## config.mk

```make
export PLATFORM = sky130hd
export DESIGN_NAME = note_sawtooth_generator
export DESIGN_NICKNAME = d
export VERILOG_FILES = /design/src/nsg_pkg.sv /design/src/nsg_front.sv /design/src/nsg_queue.sv /design/src/nsg_back.sv /design/src/note_sawtooth_generator.sv
export SDC_FILE = /design/constraint.sdc
export NUM_CORES = 2
export LEC_CHECK = 0
export BUFFER_PORTS_ARGS = -buffer_cell sky130_fd_sc_hd__buf_2
export CAP_MARGIN = 20
export CORE_MARGIN = 3
export CORE_UTILIZATION = 55
export DETAILED_ROUTE_END_ITERATION = 8
export GPL_TIMING_DRIVEN = 0
export HOLD_SLACK_MARGIN = 0.02
export PLACE_DENSITY = 0.83
export SLEW_MARGIN = 15
export SYNTH_ARGS = -nofsm -noshare
export SYNTH_HDL_FRONTEND = slang
export SYNTH_HIERARCHICAL = 1
export SYNTH_SLANG_ARGS = --single-unit
```

## constraint.sdc

```tcl
create_clock -name i_clk -period 8.9 [get_ports i_clk]
set_input_delay 2.67 -clock i_clk [delete_from_list [all_inputs] [get_ports i_clk]]
set_output_delay 2.67 -clock i_clk [all_outputs]
set_load 0.02 [all_outputs]
```

## src/nsg_pkg.sv

```systemverilog
// shared types, constants and the note-to-frequency table for the sawtooth generator
`default_nettype none

package nsg_pkg;

    localparam int NOTE_BITS     = 7;
    localparam int FREQ_BITS     = 17;  // 392 Hz (note 127) shifted up by 8 octaves
    localparam int QUEUE_DEPTH   = 4;
    localparam int QPTR_BITS     = 2;
    localparam int SEMITONES     = 12;
    localparam int MAX_OCTAVE    = 10;  // highest octave a 7-bit note can reach
    localparam int BASE_OCTAVE   = 2;   // octave that plays the table unshifted

    localparam logic [FREQ_BITS-1:0] SAMPLE_RATE = 17'd44100;

    // 44100 = 4 * 11025: shift out the power of two, then multiply by 1/11025
    localparam int RATE_SHIFT    = 2;
    localparam int RATE_ODD      = 11025;
    localparam int RATE_ODD_BITS = 14;  // 11025 is below 2**14

    typedef enum logic [2:0] {
        S_IDLE,
        S_MUL,
        S_RCP_LO,
        S_RCP_HI,
        S_RED
    } t_state;

    typedef struct packed {
        logic                 start;
        logic [FREQ_BITS-1:0] freq;
    } t_note;

    function automatic logic [FREQ_BITS-1:0] semitone_hz(input logic [3:0] idx);
        logic [FREQ_BITS-1:0] hz;
        case (idx)
            4'd0:    hz = 17'd261;
            4'd1:    hz = 17'd277;
            4'd2:    hz = 17'd293;
            4'd3:    hz = 17'd311;
            4'd4:    hz = 17'd329;
            4'd5:    hz = 17'd349;
            4'd6:    hz = 17'd370;
            4'd7:    hz = 17'd392;
            4'd8:    hz = 17'd415;
            4'd9:    hz = 17'd440;
            4'd10:   hz = 17'd466;
            4'd11:   hz = 17'd494;
            default: hz = '0;
        endcase
        return hz;
    endfunction

    // octave and semitone found by parallel compares against multiples of twelve
    function automatic logic [FREQ_BITS-1:0] note_freq(input logic [NOTE_BITS-1:0] n);
        logic [3:0]           oct;
        logic [NOTE_BITS-1:0] semi;
        logic [FREQ_BITS-1:0] base;
        logic [FREQ_BITS-1:0] f;
        oct  = '0;
        semi = n;
        for (int o = 1; o <= MAX_OCTAVE; o++) begin
            if (n >= NOTE_BITS'(SEMITONES * o)) begin
                oct  = 4'(o);
                semi = n - NOTE_BITS'(SEMITONES * o);
            end
        end
        base = semitone_hz(semi[3:0]);
        if (oct >= 4'(BASE_OCTAVE)) begin
            f = base << (oct - 4'(BASE_OCTAVE));
        end else begin
            f = base >> (4'(BASE_OCTAVE) - oct);
        end
        return f;
    endfunction

endpackage

`default_nettype wire

```

## src/nsg_front.sv

```systemverilog
// input stage: takes beats, looks up the note frequency, registers the command
`default_nettype none

module nsg_front #(
    parameter int AMPLITUDE_BITS = 15
) (
    input  wire logic                          i_clk,
    input  wire logic                          i_rst_n,
    input  wire logic                          i_valid,
    output logic                               o_ready,
    input  wire logic                          i_start,
    input  wire logic [nsg_pkg::NOTE_BITS-1:0] i_note_number,
    input  wire logic [AMPLITUDE_BITS-1:0]     i_wave_width,
    output logic                               o_valid,
    input  wire logic                          i_ready,
    output nsg_pkg::t_note                     o_note,
    output logic [AMPLITUDE_BITS-1:0]          o_width
);
    import nsg_pkg::*;

    logic                      r_valid;
    t_note                     r_note;
    logic [AMPLITUDE_BITS-1:0] r_width;
    logic                      take;

    assign o_ready = !r_valid || i_ready;
    assign take    = i_valid && o_ready;

    always_ff @(posedge i_clk) begin
        if (!i_rst_n) begin
            r_valid <= 1'b0;
        end else if (o_ready) begin
            r_valid <= i_valid;
        end
    end

    always_ff @(posedge i_clk) begin
        if (take) begin
            r_note.start <= i_start;
            r_note.freq  <= note_freq(i_note_number);
            r_width      <= i_wave_width;
        end
    end

    assign o_valid = r_valid;
    assign o_note  = r_note;
    assign o_width = r_width;

endmodule

`default_nettype wire

```

## src/nsg_queue.sv

```systemverilog
// small fifo between the front stage and the tone engine
`default_nettype none

module nsg_queue #(
    parameter int AMPLITUDE_BITS = 15
) (
    input  wire logic                      i_clk,
    input  wire logic                      i_rst_n,
    input  wire logic                      i_push_valid,
    output logic                           o_push_ready,
    input  wire nsg_pkg::t_note            i_note,
    input  wire logic [AMPLITUDE_BITS-1:0] i_width,
    output logic                           o_pop_valid,
    input  wire logic                      i_pop,
    output nsg_pkg::t_note                 o_note,
    output logic [AMPLITUDE_BITS-1:0]      o_width
);
    import nsg_pkg::*;

    t_note                     r_note_q  [QUEUE_DEPTH];
    logic [AMPLITUDE_BITS-1:0] r_width_q [QUEUE_DEPTH];
    logic [QPTR_BITS-1:0]      r_wr;
    logic [QPTR_BITS-1:0]      r_rd;
    logic [QPTR_BITS:0]        r_count;
    logic                      push;
    logic                      pop;

    assign o_push_ready = r_count != (QPTR_BITS+1)'(QUEUE_DEPTH);
    assign o_pop_valid  = r_count != '0;
    assign push         = i_push_valid && o_push_ready;
    assign pop          = i_pop && o_pop_valid;

    always_ff @(posedge i_clk) begin
        if (!i_rst_n) begin
            r_wr    <= '0;
            r_rd    <= '0;
            r_count <= '0;
        end else begin
            if (push) begin
                r_wr <= r_wr + 1'b1;
            end
            if (pop) begin
                r_rd <= r_rd + 1'b1;
            end
            case ({push, pop})
                2'b10:   r_count <= r_count + 1'b1;
                2'b01:   r_count <= r_count - 1'b1;
                default: r_count <= r_count;
            endcase
        end
    end

    always_ff @(posedge i_clk) begin
        if (push) begin
            r_note_q[r_wr]  <= i_note;
            r_width_q[r_wr] <= i_width;
        end
    end

    assign o_note  = r_note_q[r_rd];
    assign o_width = r_width_q[r_rd];

endmodule

`default_nettype wire

```

## src/nsg_back.sv

```systemverilog
// tone engine: phase accumulator plus a multi-cycle step unit run at each note start with a nonzero width
`default_nettype none

module nsg_back #(
    parameter int AMPLITUDE_BITS = 15
) (
    input  wire logic                      i_clk,
    input  wire logic                      i_rst_n,
    input  wire logic                      i_q_valid,
    output logic                           o_q_pop,
    input  wire nsg_pkg::t_note            i_q_note,
    input  wire logic [AMPLITUDE_BITS-1:0] i_q_width,
    output logic                           o_valid,
    input  wire logic                      i_ready,
    output logic [AMPLITUDE_BITS-1:0]      o_sample
);
    import nsg_pkg::*;

    localparam int PROD_BITS = AMPLITUDE_BITS + FREQ_BITS;
    localparam int DIV_BITS  = PROD_BITS - RATE_SHIFT;      // product over four
    localparam int RCP_SHIFT = DIV_BITS + RATE_ODD_BITS;
    localparam int RCP_BITS  = DIV_BITS + 1;
    localparam int LO_BITS   = DIV_BITS / 2;
    localparam int HI_BITS   = DIV_BITS - LO_BITS;
    localparam int ACC_BITS  = DIV_BITS + RCP_BITS;
    localparam int QUOT_BITS = AMPLITUDE_BITS + 2;  // step is below three widths

    // ceil(2**RCP_SHIFT / 11025), exact floor division for any DIV_BITS-wide dividend
    localparam logic [RCP_BITS-1:0] RCP =
        RCP_BITS'(((64'd1 << RCP_SHIFT) + 64'(RATE_ODD - 1)) / 64'(RATE_ODD));

    t_state                    r_state;
    t_state                    n_state;
    logic                      r_out_valid;
    logic [AMPLITUDE_BITS-1:0] r_sample;
    logic [AMPLITUDE_BITS-1:0] r_held;
    logic [AMPLITUDE_BITS-1:0] r_phase;
    logic [AMPLITUDE_BITS-1:0] r_step;
    logic [FREQ_BITS-1:0]      r_freq;
    logic [DIV_BITS-1:0]       r_div;
    logic [ACC_BITS-1:0]       r_acc;
    logic [QUOT_BITS-1:0]      r_quot;

    logic                      slot_free;
    logic                      pop;
    logic                      pop_start;
    logic                      quot_ge;
    logic [PROD_BITS-1:0]      prod;
    logic [LO_BITS+RCP_BITS-1:0] rcp_lo;
    logic [HI_BITS+RCP_BITS-1:0] rcp_hi;
    logic [ACC_BITS-1:0]       acc_sum;
    logic [AMPLITUDE_BITS:0]   phase_sum;
    logic [AMPLITUDE_BITS-1:0] phase_next;

    assign slot_free = !r_out_valid || i_ready;
    assign prod      = r_held * r_freq;
    assign rcp_lo    = r_div[LO_BITS-1:0] * RCP;
    assign rcp_hi    = r_div[DIV_BITS-1:LO_BITS] * RCP;
    assign acc_sum   = r_acc + {rcp_hi, {LO_BITS{1'b0}}};
    assign quot_ge   = r_quot >= {2'b00, r_held};
    assign phase_sum = {1'b0, r_phase} + {1'b0, r_step};
    assign phase_next = (phase_sum >= {1'b0, r_held})
                      ? AMPLITUDE_BITS'(phase_sum - {1'b0, r_held})
                      : phase_sum[AMPLITUDE_BITS-1:0];

    // next state
    always_comb begin
        n_state = r_state;
        case (r_state)
            S_IDLE: begin
                if (pop_start && i_q_width != '0) begin
                    n_state = S_MUL;
                end
            end
            S_MUL:    n_state = S_RCP_LO;
            S_RCP_LO: n_state = S_RCP_HI;
            S_RCP_HI: n_state = S_RED;
            S_RED: begin
                if (!quot_ge) begin
                    n_state = S_IDLE;
                end
            end
            default: n_state = S_IDLE;
        endcase
    end

    // outputs of the control
    always_comb begin
        pop       = 1'b0;
        pop_start = 1'b0;
        case (r_state)
            S_IDLE: begin
                pop       = i_q_valid && slot_free;
                pop_start = pop && i_q_note.start;
            end
            default: begin
                pop       = 1'b0;
                pop_start = 1'b0;
            end
        endcase
    end

    always_ff @(posedge i_clk) begin
        if (!i_rst_n) begin
            r_state     <= S_IDLE;
            r_out_valid <= 1'b0;
            r_held      <= '0;
            r_phase     <= '0;
            r_step      <= '0;
        end else begin
            r_state <= n_state;
            if (pop) begin
                r_out_valid <= 1'b1;
            end else if (i_ready) begin
                r_out_valid <= 1'b0;
            end
            if (pop_start) begin
                r_held  <= i_q_width;
                r_phase <= '0;
                r_step  <= '0;
            end else if (pop) begin
                r_phase <= (r_held == '0) ? '0 : phase_next;
            end
            if (r_state == S_RED && !quot_ge) begin
                r_step <= r_quot[AMPLITUDE_BITS-1:0];
            end
        end
    end

    always_ff @(posedge i_clk) begin
        if (pop) begin
            r_sample <= (pop_start || r_held == '0) ? '0 : phase_next;
        end
        if (pop_start) begin
            r_freq <= i_q_note.freq;
        end
        case (r_state)
            S_MUL: begin
                r_div <= prod[PROD_BITS-1:RATE_SHIFT];
            end
            S_RCP_LO: begin
                r_acc <= ACC_BITS'(rcp_lo);
            end
            S_RCP_HI: begin
                r_quot <= acc_sum[RCP_SHIFT +: QUOT_BITS];
            end
            S_RED: begin
                if (quot_ge) begin
                    r_quot <= r_quot - {2'b00, r_held};
                end
            end
            default: begin
                r_quot <= r_quot;
            end
        endcase
    end

    assign o_q_pop  = pop;
    assign o_valid  = r_out_valid;
    assign o_sample = r_sample;

endmodule

`default_nettype wire

```

## src/note_sawtooth_generator.sv

```systemverilog
// top level of the sawtooth tone generator: front stage, command queue and tone engine
//
// One input beat is one sample tick at 44.1 kHz and gives exactly one output beat. A beat
// with tuser set starts a note: note_number and wave_width are taken, the output is 0 and
// the phase clears. Every later beat adds the per-sample step (width*frequency/44100,
// reduced modulo the width) to the phase and wraps it at the width, so the i-th sample of a
// note is (i*step) mod width. A width of 0 gives silence. Continuing ticks flow at one beat
// per cycle through a registered phase add and wrap while the output does not stall and the
// step unit is idle. A note start with a nonzero width occupies the step unit after it leaves
// the queue: a multiply step, a reciprocal multiply for the divide by 44100 split into a low
// and a high half, and a compare step that repeats with up to two modulo subtracts. Ticks
// behind it wait in a four-entry queue while input beats are accepted until it and the front
// register are full. A tick passes the front register, a queue entry and the sample register.
`default_nettype none

module note_sawtooth_generator #(
    parameter int AMPLITUDE_BITS = 15
) (
    input  wire logic                    i_clk,
    input  wire logic                    i_rst_n,
    input  wire logic                    s_axis_tvalid,
    output logic                         s_axis_tready,
    // note_number [6:0], wave_width [AMPLITUDE_BITS+6:7], zero padded to bytes
    input  wire logic [((AMPLITUDE_BITS + 14) / 8) * 8 - 1:0] s_axis_tdata,
    // start_note [0]
    input  wire logic                    s_axis_tuser,
    output logic                         m_axis_tvalid,
    input  wire logic                    m_axis_tready,
    // sample [AMPLITUDE_BITS-1:0], zero padded to bytes
    output logic [((AMPLITUDE_BITS + 7) / 8) * 8 - 1:0] m_axis_tdata
);
    import nsg_pkg::*;

    localparam int OUT_BITS = ((AMPLITUDE_BITS + 7) / 8) * 8;

    // front stage to queue
    logic                      front_valid;
    logic                      front_ready;
    t_note                     front_note;
    logic [AMPLITUDE_BITS-1:0] front_width;

    // queue to tone engine
    logic                      q_valid;
    logic                      q_pop;
    t_note                     q_note;
    logic [AMPLITUDE_BITS-1:0] q_width;

    logic [AMPLITUDE_BITS-1:0] sample;

    nsg_front #(
        .AMPLITUDE_BITS(AMPLITUDE_BITS)
    ) u_front (
        .i_clk        (i_clk),
        .i_rst_n      (i_rst_n),
        .i_valid      (s_axis_tvalid),
        .o_ready      (s_axis_tready),
        .i_start      (s_axis_tuser),
        .i_note_number(s_axis_tdata[NOTE_BITS-1:0]),
        .i_wave_width (s_axis_tdata[NOTE_BITS+AMPLITUDE_BITS-1:NOTE_BITS]),
        .o_valid      (front_valid),
        .i_ready      (front_ready),
        .o_note       (front_note),
        .o_width      (front_width)
    );

    // commands wait here while the engine works out a new step
    nsg_queue #(
        .AMPLITUDE_BITS(AMPLITUDE_BITS)
    ) u_queue (
        .i_clk       (i_clk),
        .i_rst_n     (i_rst_n),
        .i_push_valid(front_valid),
        .o_push_ready(front_ready),
        .i_note      (front_note),
        .i_width     (front_width),
        .o_pop_valid (q_valid),
        .i_pop       (q_pop),
        .o_note      (q_note),
        .o_width     (q_width)
    );

    nsg_back #(
        .AMPLITUDE_BITS(AMPLITUDE_BITS)
    ) u_back (
        .i_clk    (i_clk),
        .i_rst_n  (i_rst_n),
        .i_q_valid(q_valid),
        .o_q_pop  (q_pop),
        .i_q_note (q_note),
        .i_q_width(q_width),
        .o_valid  (m_axis_tvalid),
        .i_ready  (m_axis_tready),
        .o_sample (sample)
    );

    // padding bits above the sample stay zero
    assign m_axis_tdata = OUT_BITS'(sample);

endmodule

`default_nettype wire

```

* Yosys cells after proc, flatten, opt, wreduce, memory -nomap -nowiden
Memories as Yosys holds them, arrays and structs flattened. A register that Yosys moved wholly into a read port is not among the register bits. Cells that the tools add are included.
Storage, ports and cells: bits in registers 214, RAM bits 132, bits in read-only memories 144, input bits 29, output and inout port bits 18, logic and storage cells 137, memories kept 3
Memories:
- (name not given) | words 16, width 9, read ports 1, clocked after memory_dff 0, wr ports 0, RTL line nsg_pkg.sv:36 | case (idx)
- u_queue.r_note_q | words 4, width 18, read ports 1, clocked after memory_dff 1, wr ports 1, RTL line nsg_queue.sv:20 | t_note r_note_q [QUEUE_DEPTH];
- u_queue.r_width_q | words 4, width 15, read ports 1, clocked after memory_dff 1, wr ports 1, RTL line nsg_queue.sv:21 | logic [AMPLITUDE_BITS-1:0] r_width_q [QUEUE_DEPTH];
Operators by class: $add $sub $neg 20, multiply operators 3, order comparisons 13, eq/ne operators 10, shifts and indexed selects 2, mux-type cells 44, bitwise gates (word level) 1, reductions and logical operators 24
Operators by type and width (count):
- multiplier 15 x 30 -> 45 bit (second input constant) | 2
- adder 46 x 61 -> 61 bit | 1
- two-way mux 15 bit | 4
- two-way mux 4 bit | 15
- two-way mux 17 bit | 3
- greater-or-equal comparator 7 bit (second input constant) | 5
- one-hot mux 17 bit (2 select lines) | 1
- multiplier 15 x 17 -> 32 bit | 1
- subtractor 4 bit (second input constant) | 6
- greater-or-equal comparator 7 x 6 -> 1 bit (second input constant) | 3
- two-way mux 3 bit | 6
- greater-or-equal comparator 17 x 15 -> 1 bit | 1
- left shift 17 x 4 -> 17 bit | 1
- right shift 17 x 4 -> 17 bit | 1
- subtractor 17 x 15 -> 17 bit | 1
- adder 15 x 15 -> 16 bit | 1
- greater-or-equal comparator 16 x 15 -> 1 bit | 1
- logical NOT 15 bit | 1
- one-hot mux 3 bit (5 select lines) | 1
- nonzero test 15 bit | 1
- subtractor 15 bit | 1
- two-way mux 2 bit | 6
- nonzero test 2 bit | 4
- subtractor 4 x 1 -> 4 bit (second input constant) | 2
- 27 further kinds | 48

* Logic depth before layout (Yosys ltp)
An unclocked memory read counts as a cell.
word-level depth 16, mapped depth 35, depth with buffers taken out 35

* By module
The synthesis kept the hierarchy.
By module, submodules not included:
- nsg_back | times used 1, cells an instance 3182, area an instance 30475.5 um2, sequential area each 4254.1 um2
- nsg_queue | times used 1, cells an instance 225, area an instance 5301.3 um2, sequential area each 4144.0 um2
- nsg_front | times used 1, cells an instance 347, area an instance 3111.7 um2, sequential area each 1011.0 um2
- note_sawtooth_generator | times used 1, cells an instance 2, area an instance 11.3 um2, sequential area each 0.0 um2

* Least setup slack after synthesis
OpenSTA, ideal clock, no wires.
kind register -> register, start register u_back.r_div[18], end register u_back.r_quot[5], data pin, library setup time 0.260 ns, arrival time 7.159 ns, slack 1.481 ns, cell stages (with the launch flop) 29, path buffers 0, period minus slack after synthesis 7.419 ns, cells stage by stage edfxtp_1 > fa_1 > inv_1 > fa_1 > inv_1 > fa_1 > fa_1 > inv_1 > fa_1 > fa_1 > inv_1 > ha_1 > a21oi_1 > o21ai_0 > a221oi_1 > a21bo_2 > nand3_1 > nand2_1 > xor2_1 > ha_1 > nand2_1 > nor2_1 > a41oi_1 > o21ai_0 > a21oi_1 > or2_2 > nor2_1 > xnor2_1 > mux2_2
Between the ends: cells in the longest elaborated chain, start to end 3
RTL lines:
- start, declared | RTL line nsg_back.sv:40 | logic [DIV_BITS-1:0] r_div;
- start signal, assigned | RTL line nsg_back.sv:139 | r_div <= prod[PROD_BITS-1:RATE_SHIFT];
- multiplier 15 x 30 -> 45 bit | RTL line nsg_back.sv:58 | assign rcp_hi = r_div[DIV_BITS-1:LO_BITS] * RCP;
- adder 46 x 61 -> 61 bit | RTL line nsg_back.sv:59 | assign acc_sum = r_acc + {rcp_hi, {LO_BITS{1'b0}}};
- one-hot mux 17 bit (2 select lines) | RTL line nsg_back.sv:137 | case (r_state)
- end signal, assigned | RTL line nsg_back.sv:145 | r_quot <= acc_sum[RCP_SHIFT +: QUOT_BITS];
- end signal, assigned | RTL line nsg_back.sv:149 | r_quot <= r_quot - {2'b00, r_held};
- end signal, assigned | RTL line nsg_back.sv:153 | r_quot <= r_quot;
- end, declared | RTL line nsg_back.sv:42 | logic [QUOT_BITS-1:0] r_quot;
No other way between the ends. A chain may end at the register's enable or synchronous reset.

* Worst setup path in the final report
Same ends and word-level chain as after synthesis.

==> impl_metrics.csv <==
group,metric,value,unit
outcome,outcome,"completed",
worst_setup_path,cp_slowest_cell,"fa_1",
timing,min_period,8.54,ns
min_path,hold_class,"flip-flop to flip-flop",
synth,synth_flop_cell,"edfxtp_1",
worst_setup_path,worstSetupStartpoint,"u_back/r_div[18]",
clocking,cts_buffers,35,
synth,ys_seq_area_share,24.2,%
global_route,gr-total-overflow,0,
timing,fin_crit_sh,96.0,%
global_route,grt_first_pass_wirelength,158000,um
job,max_cap_viol_count,0,
routing,via_per_inst,5.89,
synth,synthesis.nets,4760,
clocking,cts.clk_slew.worst_paths,0.06,ns
worst_setup_path,crit_type,"flip-flop to flip-flop",
synth,synth_top_area_share,25.2,%
clocking,postCtsHoldBufs,0,
die,initial_core_util,56.1,%
clocking,h-tree-depth,2,
worst_setup_path,reg2reg_slack,0.36,ns
routing,routedWlPerCell,20.6,um
global_route,grt_usage,27.0,%
worst_setup_path,cp_max_fo,6,
placed_design,gp_congestion,0.993,
routing,drt_iter0_drc,2225,
cells_and_area,area_growth,6.95,%
cells_and_area,fin_nets,4848,
die,ios,47,
die,placementRows,96,
die,dieArea,0.0740,sq mm
routing,drcViolationCount,0,
placed_design,placed_cell_area,0.0404,sq mm
synth,ys_top_cells_by_area,"fa_1, edfxtp_1, ha_1",
synth,synthArstFlopShare,0,%
timing,slew_headroom,44.3,%
global_route,grt_use_met3,5.00,%
worst_setup_path,cp.arrival,8.82,ns
synth,synth_area,0.0389,sq mm
cells_and_area,drive_above_1_share,6.05,%
timing,worst_slew_pin_slew,0.835,ns
synth,ys_ff_latch,333,
synth,synth-edff-count,274,
global_route,met1_usage,35.1,%
global_route,first_global_vias,29800,
worst_setup_path,cp_common_cell,"fa_1",
routing,drt-total-wl,98700,um
worst_setup_path,max_stage_delay,0.67,ns
routing,first_pass_iters,6,
timing,rsz0062_at_grt,"true",
synth,syn_inst,3756,
placed_design,post-dp-hpwl,78000,um
timing,setup_viol,0,
timing,hold_viol_final,0,
placed_design,dp_cells,4738,
synth,yosysMostFrequentCell,"inv_1",
global_route,grt_max_degree,33,
die,die_x,272,um
worst_setup_path,crit_required,9.18,ns
die,die_y,272,um
cells_and_area,final_cell_count_no_fill,4801,
placed_design,io_buffers,41,
cells_and_area,n_antenna_cell,0,
timing,maxSlewViolCount,0,
worst_setup_path,startpoint_type,"flip-flop",
global_route,use_met2,45.0,%
timing,fmax,117,MHz
clocking,clock_latency,0.55,ns
synth,yosys_warnings,6,
global_route,busiest_layer,"met2",
clocking,clockRootBuffer,"clkbuf_16",
timing,finalClockSkew,0.0238,ns
cells_and_area,fillers,5516,
synth,syn_area_per_cell,10.4,sq um
min_path,hold_start,"u_back/r_step[0]",
clocking,cts_tree,"built",
synth,synth_commonest_cells,"inv_1, fa_1, ha_1, nand2_1, edfxtp_1",
global_route,antenna_found_initial,0,
worst_setup_path,rr_startpoint,"u_back/r_div[18]",
routing,ant_nets,0,
cells_and_area,fin_area,0.0416,sq mm
clocking,clock_path_buffers,3,
synth,synth_cell_types,102,
worst_setup_path,crit_path_end_kind,"flip-flop",
synth,synth.largest_area_cell,"fa_1",
die,core-area,0.0693,sq mm
clocking,clock_sinks,333,
routing,vias,28300,
placed cells by master, fill, tap and decap left out, drive strengths merged, types with 11 or more instances in the layout:
cell,instances
a211o,12
nor2,145
clkinv,15
o21a,29
mux4,34
o211ai,11
a21o,67
nor4,13
a21oi,144
nand4,31
nor2b,23
mux2i,19
fa,490
xnor2,97
buf,80
edfxtp,274
and2,128
a21boi,39
a31oi,19
o21bai,16
ha,485
inv,704
dfxtp,59
o21ai,101
xor2,55
nand2b,23
clkbuf,131
nand3,57
nor3,47
and3,17
a2bb2oi,15
nand2,302
or2,12
or3,13
a211oi,24
cell type report:
class	instances	area [sq um]	share of cell area (%)
buffer	118	556	1.34
clock buffer	42	922	2.22
clock inverter	21	188	0.451
inverter	702	2640	6.33
multi-input combinational	2603	26400	63.4
sequential	333	9410	22.6
tap	931	1160	2.80
timing repair buffer	51	350	0.842
metrics by stage:
stage	util [%]	worst slack [ns]	setup TNS, ns	hold slack (ns)
after floorplan	-	1.48	0	0.451
after global placement	58.1	0.0367	0	0.474
after detailed placement	58.3	-0.0425	-0.0425	0.479
after CTS	59.9	0.00839	0	0.487
after global routing	60.0	-0.0987	-0.286	0.515
final	60.0	0.360	0	0.486
worst paths after layout:
kind                       to  depth (start not counted)
min reg2reg  u_back/r_step[0]                          2
max reg2reg  u_back/r_quot[5]                         28
max          u_back/r_quot[5]                         28
min          u_back/r_step[0]                          2
routing by layer:
layer / vias to the layer above / routed length (um)
li1: 12700 / -
met1: 14000 / 38400
met2: 1325 / 46900
met3: 330 / 8840
met4: 0 / 4600
met5: - / 0
cell families (layout without fill, tap and decap cells):
| family | Yosys count | in the layout | synth area share, % |
|---|---|---|---|
| XOR/XNOR | 152 | 152 | 3.42 |
| multiplexers | 57 | 57 | 2.60 |
| other | 1 | 1 | 0.00964 |
| flip-flops | 333 | 333 | 24.2 |
| adder cells (fa/ha/maj) | 975 | 975 | 40.8 |
| AND/OR/NAND/NOR | 839 | 839 | 10.5 |
| buffers and inverters | 820 | 934 | 8.20 |
| AO/OA/AOI/OAI | 579 | 579 | 10.2 |
critical path, delay by kind of cell, from the launching register on:
| kind | cells | cell delay (ns) |
|---|---|---|
| adders and majority gates | 8 | 3.93 |
| AOI/OAI and AO/OA | 9 | 2.23 |
| DFF | 1 | 0.52 |
| xor gates and xnor gates | 2 | 0.49 |
| and+or+nand+nor | 4 | 0.43 |
| buffers and inverters | 4 | 0.39 |
| muxes | 1 | 0.28 |
flip-flops by register name, summed over array words and instances, names as in the netlist, 15 cells and up, named ones only:
register           cells
u_back/o_sample       15
u_back/r_acc          30
u_back/r_div          30
u_back/r_freq         17
u_back/r_held         15
u_back/r_phase        15
u_back/r_quot         17
u_back/r_step         15
u_front/o_note        18
u_front/o_width       15
u_queue/r_note_q      72
u_queue/r_width_q     60
repair_timing:
| item | CTS | global route |
|---|---|---|
| setup endpoints to repair | 2 | 15 |
| resized for setup | 1 | 11 |
| buffers inserted | 0 | 0 |
Power is left out: the tool's default activity adds up to more than one toggle a clock period on the data nets, which glitch-free logic cannot reach.
